## src/pat_pkg.sv

```systemverilog
package pat_pkg;

	// Field widths
	localparam int CMD_W   = 2;
	localparam int TIME_W  = 63;
	localparam int PMS_W   = 32;
	localparam int PER_W   = 42;
	localparam int KIND_W  = 2;
	localparam int IDX_W   = 3;
	localparam int TV_W    = 64;
	localparam int STAT_W  = 2;
	localparam int USEC_W  = 10;

	// Packed stream widths
	localparam int IN_DATA_W  = 96;
	localparam int OUT_DATA_W = 72;

	// Defaults for the top level parameters
	localparam int DEF_MAX_ALARMS         = 8;
	localparam int DEF_MAX_FIRES_PER_POLL = 63;

	localparam logic [TIME_W-1:0] TIME_MAX      = '1;
	localparam logic [USEC_W-1:0] USEC_PER_MSEC = USEC_W'(1000);

	// Commands
	localparam logic [CMD_W-1:0] CMD_ADD   = 2'd0;
	localparam logic [CMD_W-1:0] CMD_POLL  = 2'd1;
	localparam logic [CMD_W-1:0] CMD_SLEEP = 2'd2;

	// Result kinds
	localparam logic [KIND_W-1:0] KIND_FIRE  = 2'd0;
	localparam logic [KIND_W-1:0] KIND_POLL  = 2'd1;
	localparam logic [KIND_W-1:0] KIND_SLEEP = 2'd2;
	localparam logic [KIND_W-1:0] KIND_ADD   = 2'd3;

	// Status codes
	localparam logic [STAT_W-1:0] STAT_OK   = 2'd0;
	localparam logic [STAT_W-1:0] STAT_FULL = 2'd1;
	localparam logic [STAT_W-1:0] STAT_OVF  = 2'd2;
	localparam logic [STAT_W-1:0] STAT_ZERO = 2'd3;

endpackage

```

## src/periodic_alarm_table_top.sv

```systemverilog
// Periodic alarm table. Each command arrives as one transfer on the slave stream
// (tuser = command, tdata = now and period in ms) and produces one or more result
// transfers on the master stream, the final one marked by tlast. Add stores an
// alarm with deadline now + period_ms*1000 and answers with its slot and deadline,
// or with a status of zero period, table full or deadline overflow. Poll walks the
// alarms from newest to oldest and reports every firing, one result per firing,
// capped at MAX_FIRES_PER_POLL with more_pending set on the closing result; a
// deadline that would pass the largest time saturates there and that firing
// carries the overflow status. Sleep query answers -1 with no alarms, 0 if one is
// due, else the time to the earliest deadline. Periods and deadlines live in two
// single-port-read RAMs with a registered read, so every alarm visited costs a
// read before it can be checked, and the master side can stall any result. One
// command is worked at a time; the next is taken as soon as the last result of
// the current one is in the output register, even while that result still waits.
// No clearing pass is needed after reset: only slots below the alarm count are
// ever read.
module periodic_alarm_table_top
	import pat_pkg::*;
#(
	parameter int MAX_ALARMS         = DEF_MAX_ALARMS,
	parameter int MAX_FIRES_PER_POLL = DEF_MAX_FIRES_PER_POLL
) (
	input  logic                  clk,
	input  logic                  arst_n,
	input  logic                  s_axis_tvalid,
	output logic                  s_axis_tready,
	input  logic [IN_DATA_W-1:0]  s_axis_tdata,  // now[62:0], period_ms[94:63], zero[95]
	input  logic [CMD_W-1:0]      s_axis_tuser,  // cmd[1:0]
	output logic                  m_axis_tvalid,
	input  logic                  m_axis_tready,
	output logic [OUT_DATA_W-1:0] m_axis_tdata,  // alarm_index[2:0], time_value[66:3],
	                                             // fired_any[67], more_pending[68],
	                                             // status[70:69], zero[71]
	output logic [KIND_W-1:0]     m_axis_tuser,  // kind[1:0]
	output logic                  m_axis_tlast
);

	localparam int CW = $clog2(MAX_ALARMS + 1);
	localparam int AW = (MAX_ALARMS > 1) ? $clog2(MAX_ALARMS) : 1;
	localparam int FW = $clog2(MAX_FIRES_PER_POLL + 1);

	// Sequencer states
	localparam logic [3:0] ST_IDLE    = 4'd0;
	localparam logic [3:0] ST_ADD_MUL = 4'd1;
	localparam logic [3:0] ST_ADD_CHK = 4'd2;
	localparam logic [3:0] ST_P_START = 4'd3;
	localparam logic [3:0] ST_P_RD    = 4'd4;
	localparam logic [3:0] ST_P_LD    = 4'd5;
	localparam logic [3:0] ST_P_EV    = 4'd6;
	localparam logic [3:0] ST_P_FIN   = 4'd7;
	localparam logic [3:0] ST_S_START = 4'd8;
	localparam logic [3:0] ST_S_RD    = 4'd9;
	localparam logic [3:0] ST_S_CMP   = 4'd10;
	localparam logic [3:0] ST_S_OUT   = 4'd11;

	logic [3:0]        state_q, state_d;
	logic [CW-1:0]     cnt_q, cnt_d;
	logic [CW-1:0]     idx_q, idx_d;
	logic [FW-1:0]     fires_q, fires_d;
	logic              pend_q, pend_d;

	// Command and working registers
	logic [CMD_W-1:0]  cmd_q;
	logic [TIME_W-1:0] now_q;
	logic [PMS_W-1:0]  pms_q;
	logic [PER_W-1:0]  per_q, per_d;
	logic [TIME_W-1:0] dl_q, dl_d;
	logic [TIME_W-1:0] best_q, best_d;

	// Output register
	logic              m_valid_q;
	logic [KIND_W-1:0] o_kind_q, o_kind;
	logic [IDX_W-1:0]  o_idx_q, o_idx;
	logic [TV_W-1:0]   o_time_q, o_time;
	logic              o_fired_q, o_fired;
	logic              o_more_q, o_more;
	logic [STAT_W-1:0] o_stat_q, o_stat;
	logic              o_last_q, o_last;
	logic              out_load, out_free;

	// RAM ports
	logic              per_we, dl_we;
	logic [AW-1:0]     wr_addr, rd_addr;
	logic [TIME_W-1:0] dl_wdata;
	logic [PER_W-1:0]  per_rdata;
	logic [TIME_W-1:0] dl_rdata;

	logic              in_xfer;
	logic [TV_W-1:0]   add_sum, adv_sum;
	logic [CW-1:0]     slot;

	assign in_xfer  = s_axis_tvalid && s_axis_tready;
	assign out_free = !m_valid_q || m_axis_tready;
	assign s_axis_tready = (state_q == ST_IDLE);

	assign add_sum = {1'b0, now_q} + TV_W'(per_q);
	assign adv_sum = {1'b0, dl_q} + TV_W'(per_q);
	assign slot    = idx_q - CW'(1);

	always_comb begin
		state_d  = state_q;
		cnt_d    = cnt_q;
		idx_d    = idx_q;
		fires_d  = fires_q;
		pend_d   = pend_q;
		per_d    = per_q;
		dl_d     = dl_q;
		best_d   = best_q;
		out_load = 1'b0;
		o_kind   = KIND_FIRE;
		o_idx    = '0;
		o_time   = '0;
		o_fired  = 1'b0;
		o_more   = 1'b0;
		o_stat   = STAT_OK;
		o_last   = 1'b1;
		per_we   = 1'b0;
		dl_we    = 1'b0;
		wr_addr  = AW'(cnt_q);
		dl_wdata = add_sum[TIME_W-1:0];
		rd_addr  = AW'(idx_q);

		case (state_q)
			ST_IDLE: begin
				if (in_xfer) begin
					case (s_axis_tuser)
						CMD_ADD:   state_d = ST_ADD_MUL;
						CMD_POLL:  state_d = ST_P_START;
						CMD_SLEEP: state_d = ST_S_START;
						default:   state_d = ST_IDLE;  // drop unknown commands
					endcase
				end
			end
			ST_ADD_MUL: begin
				per_d   = PER_W'(pms_q) * PER_W'(USEC_PER_MSEC);
				state_d = ST_ADD_CHK;
			end
			ST_ADD_CHK: begin
				o_kind = KIND_ADD;
				if (pms_q == '0) begin
					o_stat = STAT_ZERO;
				end else if (cnt_q >= CW'(MAX_ALARMS)) begin
					o_stat = STAT_FULL;
				end else if (add_sum[TV_W-1]) begin
					o_stat = STAT_OVF;
				end else begin
					o_idx  = IDX_W'(cnt_q);
					o_time = add_sum;
				end
				if (out_free) begin
					out_load = 1'b1;
					if (o_stat == STAT_OK) begin
						per_we = 1'b1;
						dl_we  = 1'b1;
						cnt_d  = cnt_q + CW'(1);
					end
					state_d = ST_IDLE;
				end
			end
			ST_P_START: begin
				idx_d   = cnt_q;
				fires_d = '0;
				pend_d  = 1'b0;
				state_d = (cnt_q == '0) ? ST_P_FIN : ST_P_RD;
			end
			ST_P_RD: begin
				rd_addr = AW'(slot);
				state_d = ST_P_LD;
			end
			ST_P_LD: begin
				dl_d    = dl_rdata;
				per_d   = per_rdata;
				state_d = ST_P_EV;
			end
			ST_P_EV: begin
				if (dl_q > now_q) begin
					// not due: step to the next older alarm
					idx_d   = slot;
					state_d = (idx_q == CW'(1)) ? ST_P_FIN : ST_P_RD;
				end else if (fires_q >= FW'(MAX_FIRES_PER_POLL)) begin
					pend_d  = 1'b1;
					state_d = ST_P_FIN;
				end else if (out_free) begin
					out_load = 1'b1;
					o_kind   = KIND_FIRE;
					o_idx    = IDX_W'(slot);
					o_time   = TV_W'(dl_q);
					o_last   = 1'b0;
					// advance the deadline, saturate on overflow
					if (adv_sum[TV_W-1]) begin
						o_stat = STAT_OVF;
						dl_d   = TIME_MAX;
					end else begin
						dl_d   = adv_sum[TIME_W-1:0];
					end
					dl_we    = 1'b1;
					wr_addr  = AW'(slot);
					dl_wdata = dl_d;
					fires_d  = fires_q + FW'(1);
				end
			end
			ST_P_FIN: begin
				if (out_free) begin
					out_load = 1'b1;
					o_kind   = KIND_POLL;
					o_fired  = (fires_q != '0);
					o_more   = pend_q;
					state_d  = ST_IDLE;
				end
			end
			ST_S_START: begin
				idx_d  = '0;
				best_d = TIME_MAX;
				if (cnt_q != '0) begin
					state_d = ST_S_RD;
				end else if (out_free) begin
					out_load = 1'b1;
					o_kind   = KIND_SLEEP;
					o_time   = '1;
					state_d  = ST_IDLE;
				end
			end
			ST_S_RD: begin
				idx_d   = idx_q + CW'(1);
				state_d = ST_S_CMP;
			end
			ST_S_CMP: begin
				if (dl_rdata < best_q) begin
					best_d = dl_rdata;
				end
				state_d = (idx_q == cnt_q) ? ST_S_OUT : ST_S_RD;
			end
			ST_S_OUT: begin
				o_kind = KIND_SLEEP;
				o_time = (best_q <= now_q) ? '0 : TV_W'(best_q - now_q);
				if (out_free) begin
					out_load = 1'b1;
					state_d  = ST_IDLE;
				end
			end
			default: begin
				state_d = ST_IDLE;
			end
		endcase
	end

	always_ff @(posedge clk or negedge arst_n) begin
		if (!arst_n) begin
			state_q   <= ST_IDLE;
			cnt_q     <= '0;
			idx_q     <= '0;
			fires_q   <= '0;
			pend_q    <= 1'b0;
			m_valid_q <= 1'b0;
		end else begin
			state_q <= state_d;
			cnt_q   <= cnt_d;
			idx_q   <= idx_d;
			fires_q <= fires_d;
			pend_q  <= pend_d;
			if (out_load) begin
				m_valid_q <= 1'b1;
			end else if (m_axis_tready) begin
				m_valid_q <= 1'b0;
			end
		end
	end

	// Payload: no reset
	always_ff @(posedge clk) begin
		if (in_xfer) begin
			cmd_q <= s_axis_tuser;
			now_q <= s_axis_tdata[TIME_W-1:0];
			pms_q <= s_axis_tdata[TIME_W+PMS_W-1:TIME_W];
		end
		per_q  <= per_d;
		dl_q   <= dl_d;
		best_q <= best_d;
		if (out_load) begin
			o_kind_q  <= o_kind;
			o_idx_q   <= o_idx;
			o_time_q  <= o_time;
			o_fired_q <= o_fired;
			o_more_q  <= o_more;
			o_stat_q  <= o_stat;
			o_last_q  <= o_last;
		end
	end

	pat_ram #(
		.WIDTH (PER_W),
		.DEPTH (MAX_ALARMS)
	) u_per_ram (
		.clk   (clk),
		.we    (per_we),
		.waddr (wr_addr),
		.wdata (per_q),
		.raddr (rd_addr),
		.rdata (per_rdata)
	);

	pat_ram #(
		.WIDTH (TIME_W),
		.DEPTH (MAX_ALARMS)
	) u_dl_ram (
		.clk   (clk),
		.we    (dl_we),
		.waddr (wr_addr),
		.wdata (dl_wdata),
		.raddr (rd_addr),
		.rdata (dl_rdata)
	);

	assign m_axis_tvalid = m_valid_q;
	assign m_axis_tuser  = o_kind_q;
	assign m_axis_tlast  = o_last_q;
	assign m_axis_tdata  = {1'b0, o_stat_q, o_more_q, o_fired_q, o_time_q, o_idx_q};

	// The command register steers nothing; keep it visible for debug.
	logic cmd_unknown;
	assign cmd_unknown = (cmd_q != CMD_ADD) && (cmd_q != CMD_POLL) && (cmd_q != CMD_SLEEP);

	// Alarm count never passes the table size
	assert property (@(posedge clk) disable iff (!arst_n)
		cnt_q <= CW'(MAX_ALARMS))
		else $error("alarm count above table size");

	// Firings per poll never pass the cap
	assert property (@(posedge clk) disable iff (!arst_n)
		fires_q <= FW'(MAX_FIRES_PER_POLL))
		else $error("fire count above cap");

	// RAM writes happen only together with a result transfer into the output register
	assert property (@(posedge clk) disable iff (!arst_n)
		(dl_we || per_we) |-> out_load)
		else $error("table write without result");

	// A successful add bumps the count by one
	assert property (@(posedge clk) disable iff (!arst_n)
		(out_load && o_kind == KIND_ADD && o_stat == STAT_OK) |=> cnt_q == $past(cnt_q) + CW'(1))
		else $error("add did not advance count");

	// A fired deadline is never negative nor the final result, and its command is known
	assert property (@(posedge clk) disable iff (!arst_n)
		(m_valid_q && o_kind_q == KIND_FIRE) |-> (!o_time_q[TV_W-1] && !o_last_q && !cmd_unknown))
		else $error("bad firing result");

endmodule

```

## src/pat_ram.sv

```systemverilog
module pat_ram #(
	parameter int WIDTH = 8,
	parameter int DEPTH = 8,
	localparam int AW = (DEPTH > 1) ? $clog2(DEPTH) : 1
) (
	input  logic             clk,
	input  logic             we,
	input  logic [AW-1:0]    waddr,
	input  logic [WIDTH-1:0] wdata,
	input  logic [AW-1:0]    raddr,
	output logic [WIDTH-1:0] rdata
);

	logic [WIDTH-1:0] mem [DEPTH];

	always_ff @(posedge clk) begin
		if (we) begin
			mem[waddr] <= wdata;
		end
		rdata <= mem[raddr];
	end

endmodule

```

## config.mk

```make
export PLATFORM = sky130hd
export DESIGN_NAME = periodic_alarm_table_top
export DESIGN_NICKNAME = d
export VERILOG_FILES = /design/src/pat_pkg.sv /design/src/periodic_alarm_table_top.sv /design/src/pat_ram.sv
export SDC_FILE = /design/constraint.sdc
export NUM_CORES = 2
export LEC_CHECK = 0
export BUFFER_PORTS_ARGS = -buffer_cell sky130_fd_sc_hd__buf_2
export CAP_MARGIN = 10
export CELL_PAD_IN_SITES_DETAIL_PLACEMENT = 0
export CELL_PAD_IN_SITES_GLOBAL_PLACEMENT = 2
export CORE_ASPECT_RATIO = 2
export CORE_MARGIN = 2
export CORE_UTILIZATION = 45
export DETAILED_ROUTE_END_ITERATION = 10
export GPL_ROUTABILITY_DRIVEN = 0
export GPL_TIMING_DRIVEN = 0
export PLACE_DENSITY_LB_ADDON = 0.1
export SETUP_SLACK_MARGIN = 0.05
export SLEW_MARGIN = 30
export SYNTH_ARGS = -nofsm -noshare
export SYNTH_HDL_FRONTEND = slang
export SYNTH_HIERARCHICAL = 1
export SYNTH_SLANG_ARGS = --single-unit
```

## constraint.sdc

```tcl
create_clock -name clk -period 25.1 [get_ports clk]
set_clock_uncertainty 0.1 [all_clocks]
set_input_delay 0 -clock clk [delete_from_list [all_inputs] [get_ports clk]]
set_output_delay 0 -clock clk [all_outputs]
set_load 0.02 [all_outputs]
```

==> results.sh <==
export IMPL_status="finished clean"
export IMPL_dp_slack_ps=16700
export IMPL_cts_max_path_buffers=3
export IMPL_cts_setup_buffers=0
export IMPL_worst_slew_pin_slew_ps=1070
export IMPL_cts_buffers=112
export IMPL_areaGrowthSynthToFinish_pct=16.9
export IMPL_synthArstFlopShare=0.0154
export IMPL_clock_fmax_ghz=0.118
export IMPL_core_rowCount=199
export IMPL_cp_start_kind="flip-flop"
export IMPL_use_met1=0.317
export IMPL_yosysUniqueCellTypes=88
export IMPL_synth_edf_count=1177
export IMPL_path_max_fanout=10
export IMPL_layout_common_cells="edfxtp_1 (1177), ha_1 (380), inv_1 (346)"
export IMPL_yosys_warnings=6
export IMPL_nFillCells=12472
export IMPL_grtUsageMet3=0.0256
export IMPL_htreeDepth=3
export IMPL_final_common_cell="edfxtp_1"
export IMPL_crit_type="reg -> reg"
export IMPL_final_setup_tns_ps=0
export IMPL_grt_busiest_layer="met2"
export IMPL_cp_required_ps=25480
export IMPL_worst_slack_ps=16600
export IMPL_critPathCaptureType="flip-flop"
export IMPL_syn_inst=4894
export IMPL_crit_chain="ha_1 -> a211oi_1 -> o31ai_1 -> o211ai_1 -> a21o_1 -> a21oi_1 -> a21oi_2 -> nor4_4 -> a31o_2 -> clkbuf_1 -> o21ai_0 -> nand2b_1 -> nor3_2 -> buf_4 -> buf_4 -> buf_4 -> buf_4 -> buf_4 -> buf_4 -> buf_4 -> buf_4"
export IMPL_seqCellArea_um2=37900
export IMPL_synth_flop_cell="edfxtp_1"
export IMPL_path_buf_inv=9
export IMPL_min_period_ps=8500
export IMPL_drt_iter0_markers=2934
export IMPL_antenna_found_initial=3
export IMPL_grt_util_all_layers=0.281
export IMPL_ctsResizeCount=0
export IMPL_cp_arrival_ps=8880
export IMPL_multi_input_area_um2=26400
export IMPL_die_width_um=276
export IMPL_clk_pin_slew_ps=80
export IMPL_grt_remaining_overflow=0
export IMPL_coreArea_um2=147000
export IMPL_cts_tree="built"
export IMPL_clock_latency_ps=720
export IMPL_pin_count=179
export IMPL_slowest_delay_ps=810
export IMPL_finalHoldViolCount=0
export IMPL_ys_ff_latch=1302
export IMPL_wl_um=212000
export IMPL_start_util=0.453
export IMPL_holdBufCountCts=199
export IMPL_worst_path_max_delay_cell="edfxtp_1"
export IMPL_dieHeight_um=547
export IMPL_routed_wire_length_per_instance_um=28.3
export IMPL_syn_mean_instance_area_um2=13.6
export IMPL_die_area_um2=151000
export IMPL_grt_pass1_vias=45279
export IMPL_period_share=0.339
export IMPL_cts_sinks=1302
export IMPL_cpMostUsedCell="buf_4"
export IMPL_io_buffers=176
export IMPL_ys_seq_area_frac=0.571
export IMPL_finish_utilization=0.529
export IMPL_root_buffer="clkbuf_16"
export IMPL_drt_pass1_iterations=8
export IMPL_rsz0062_at_grt="no"
export IMPL_detail_route_antenna_nets=0
export IMPL_critPathTopFamily="compound AO/OA/AOI/OAI gates"
export IMPL_post_route_drc_count=0
export IMPL_dr_total_vias=43125
export IMPL_syn_num_nets=5497
export IMPL_fin_nets=6082
export IMPL_dp_hpwl_um=166000
export IMPL_drive_gt1_frac=0.164
export IMPL_slew_viol_final=0
export IMPL_hp_class="in -> reg"
export IMPL_grt_first_pass_wirelength_um=303000
export IMPL_setup_viol=0
export IMPL_avgViaCountPerCell=5.76
export IMPL_slew_headroom=0.278
export IMPL_drv_cap=0
export IMPL_grt_max_degree=41
export IMPL_syn_area_um2=66400
export IMPL_grt_met2_usage=0.526
[per-layer routing]
metal	part of all wire	routed length (um)	up-vias
met2	0.54	115000	1163
met3	0.038	7950	402
met5	0	0	-
met4	0.055	11600	0
met1	0.37	77700	21890
li1	-	-	19670
[synth_stat cells (all sizes together) (35+ instances only)]
library cell	count	area (um^2)
o21ai	291	1460
a21oi	284	1430
clkbuf	134	503
xnor2	149	1310
buf	70	492
or3	71	444
a21o	114	856
nand3	84	420
o21bai	35	263
nor2	224	843
mux4	210	4730
a221oi	59	517
nor3	77	395
ha	380	4750
mux2	110	1250
nand4	64	400
nand2	320	1200
dfxtp	105	2100
edfxtp	1177	35300
fa	121	2420
inv	347	1300
xor2	73	639
[through the flow]
step,instances,area [um^2],hold WS [ps]
floorplan,4894,66400,-396
global placement,6979,69700,-99.1
detailed placement,7074,71700,-97.4
CTS,7483,77600,207
global route,7485,77600,246
finish,7486,77600,259
[cell type report]
type / instances / area share
multi-input combinational: 3041 / 0.340
timing repair buffer: 471 / 0.0601
antenna: 2 / 0.0000645
clock inverter: 75 / 0.0123
clock buffer: 135 / 0.0380
inverter: 347 / 0.0168
sequential: 1302 / 0.489
buffer: 204 / 0.0131
tap: 1909 / 0.0308
[kinds of logic after synthesis]
kind of cell | Yosys count | share of synthesized area
DFF | 1302 | 0.571
AOI/OAI and AO/OA | 999 | 0.0943
and+or+nand+nor | 990 | 0.0711
buffers and inverters | 551 | 0.0346
adders and majority gates | 501 | 0.108
muxes | 328 | 0.0913
xor gates and xnor gates | 222 | 0.0293
other | 1 | 0.0000565
[final timing paths]
kind / startpoint / end / slack, ps / depth (start not counted)
max in group asynchronous: arst_n / idx_q[3] / 24210 / 4
min in group asynchronous: arst_n / fires_q[3] / 320 / 4
min reg2reg: u_per_ram/rdata[34] / per_q[34] / 400 / 2
max reg2reg: per_q[0] / u_dl_ram/mem[0][4] / 16600 / 21
max: per_q[0] / u_dl_ram/mem[0][4] / 16600 / 21
min: m_axis_tready / m_axis_tvalid / 260 / 4
[state kept, by name, summed over array words and instances (netlist names)]
signal / flops
per_q: 42
fires_q: 6
pend_q: 1
u_dl_ram/rdata: 63
u_per_ram/mem: 336
m_axis_tlast: 1
now_q: 63
u_dl_ram/mem: 504
cnt_q: 4
o_idx_q: 3
o_fired_q: 1
pms_q: 32
m_axis_tuser: 2
best_q: 63
o_stat_q: 2
dl_q: 63
state_q: 4
idx_q: 4
m_axis_tvalid: 1
o_more_q: 1
o_time_q: 64
u_per_ram/rdata: 42
[worst register-to-register path, stage by stage (launching register included)]
cell and delay (ps):
edfxtp_1 810, ha_1 540, a211oi_1 140, o31ai_1 670, o211ai_1 270, a21o_1 300
a21oi_1 640, a21oi_2 370, nor4_4 720, a31o_2 470, clkbuf_1 720, o21ai_0 440
nand2b_1 420, nor3_2 110, buf_4 210, buf_4 190, buf_4 200, buf_4 190
buf_4 190, buf_4 190, buf_4 190, buf_4 190
Power is not shown: default switching activity piles up to over one toggle a cycle in this logic, so the estimate is an artifact.
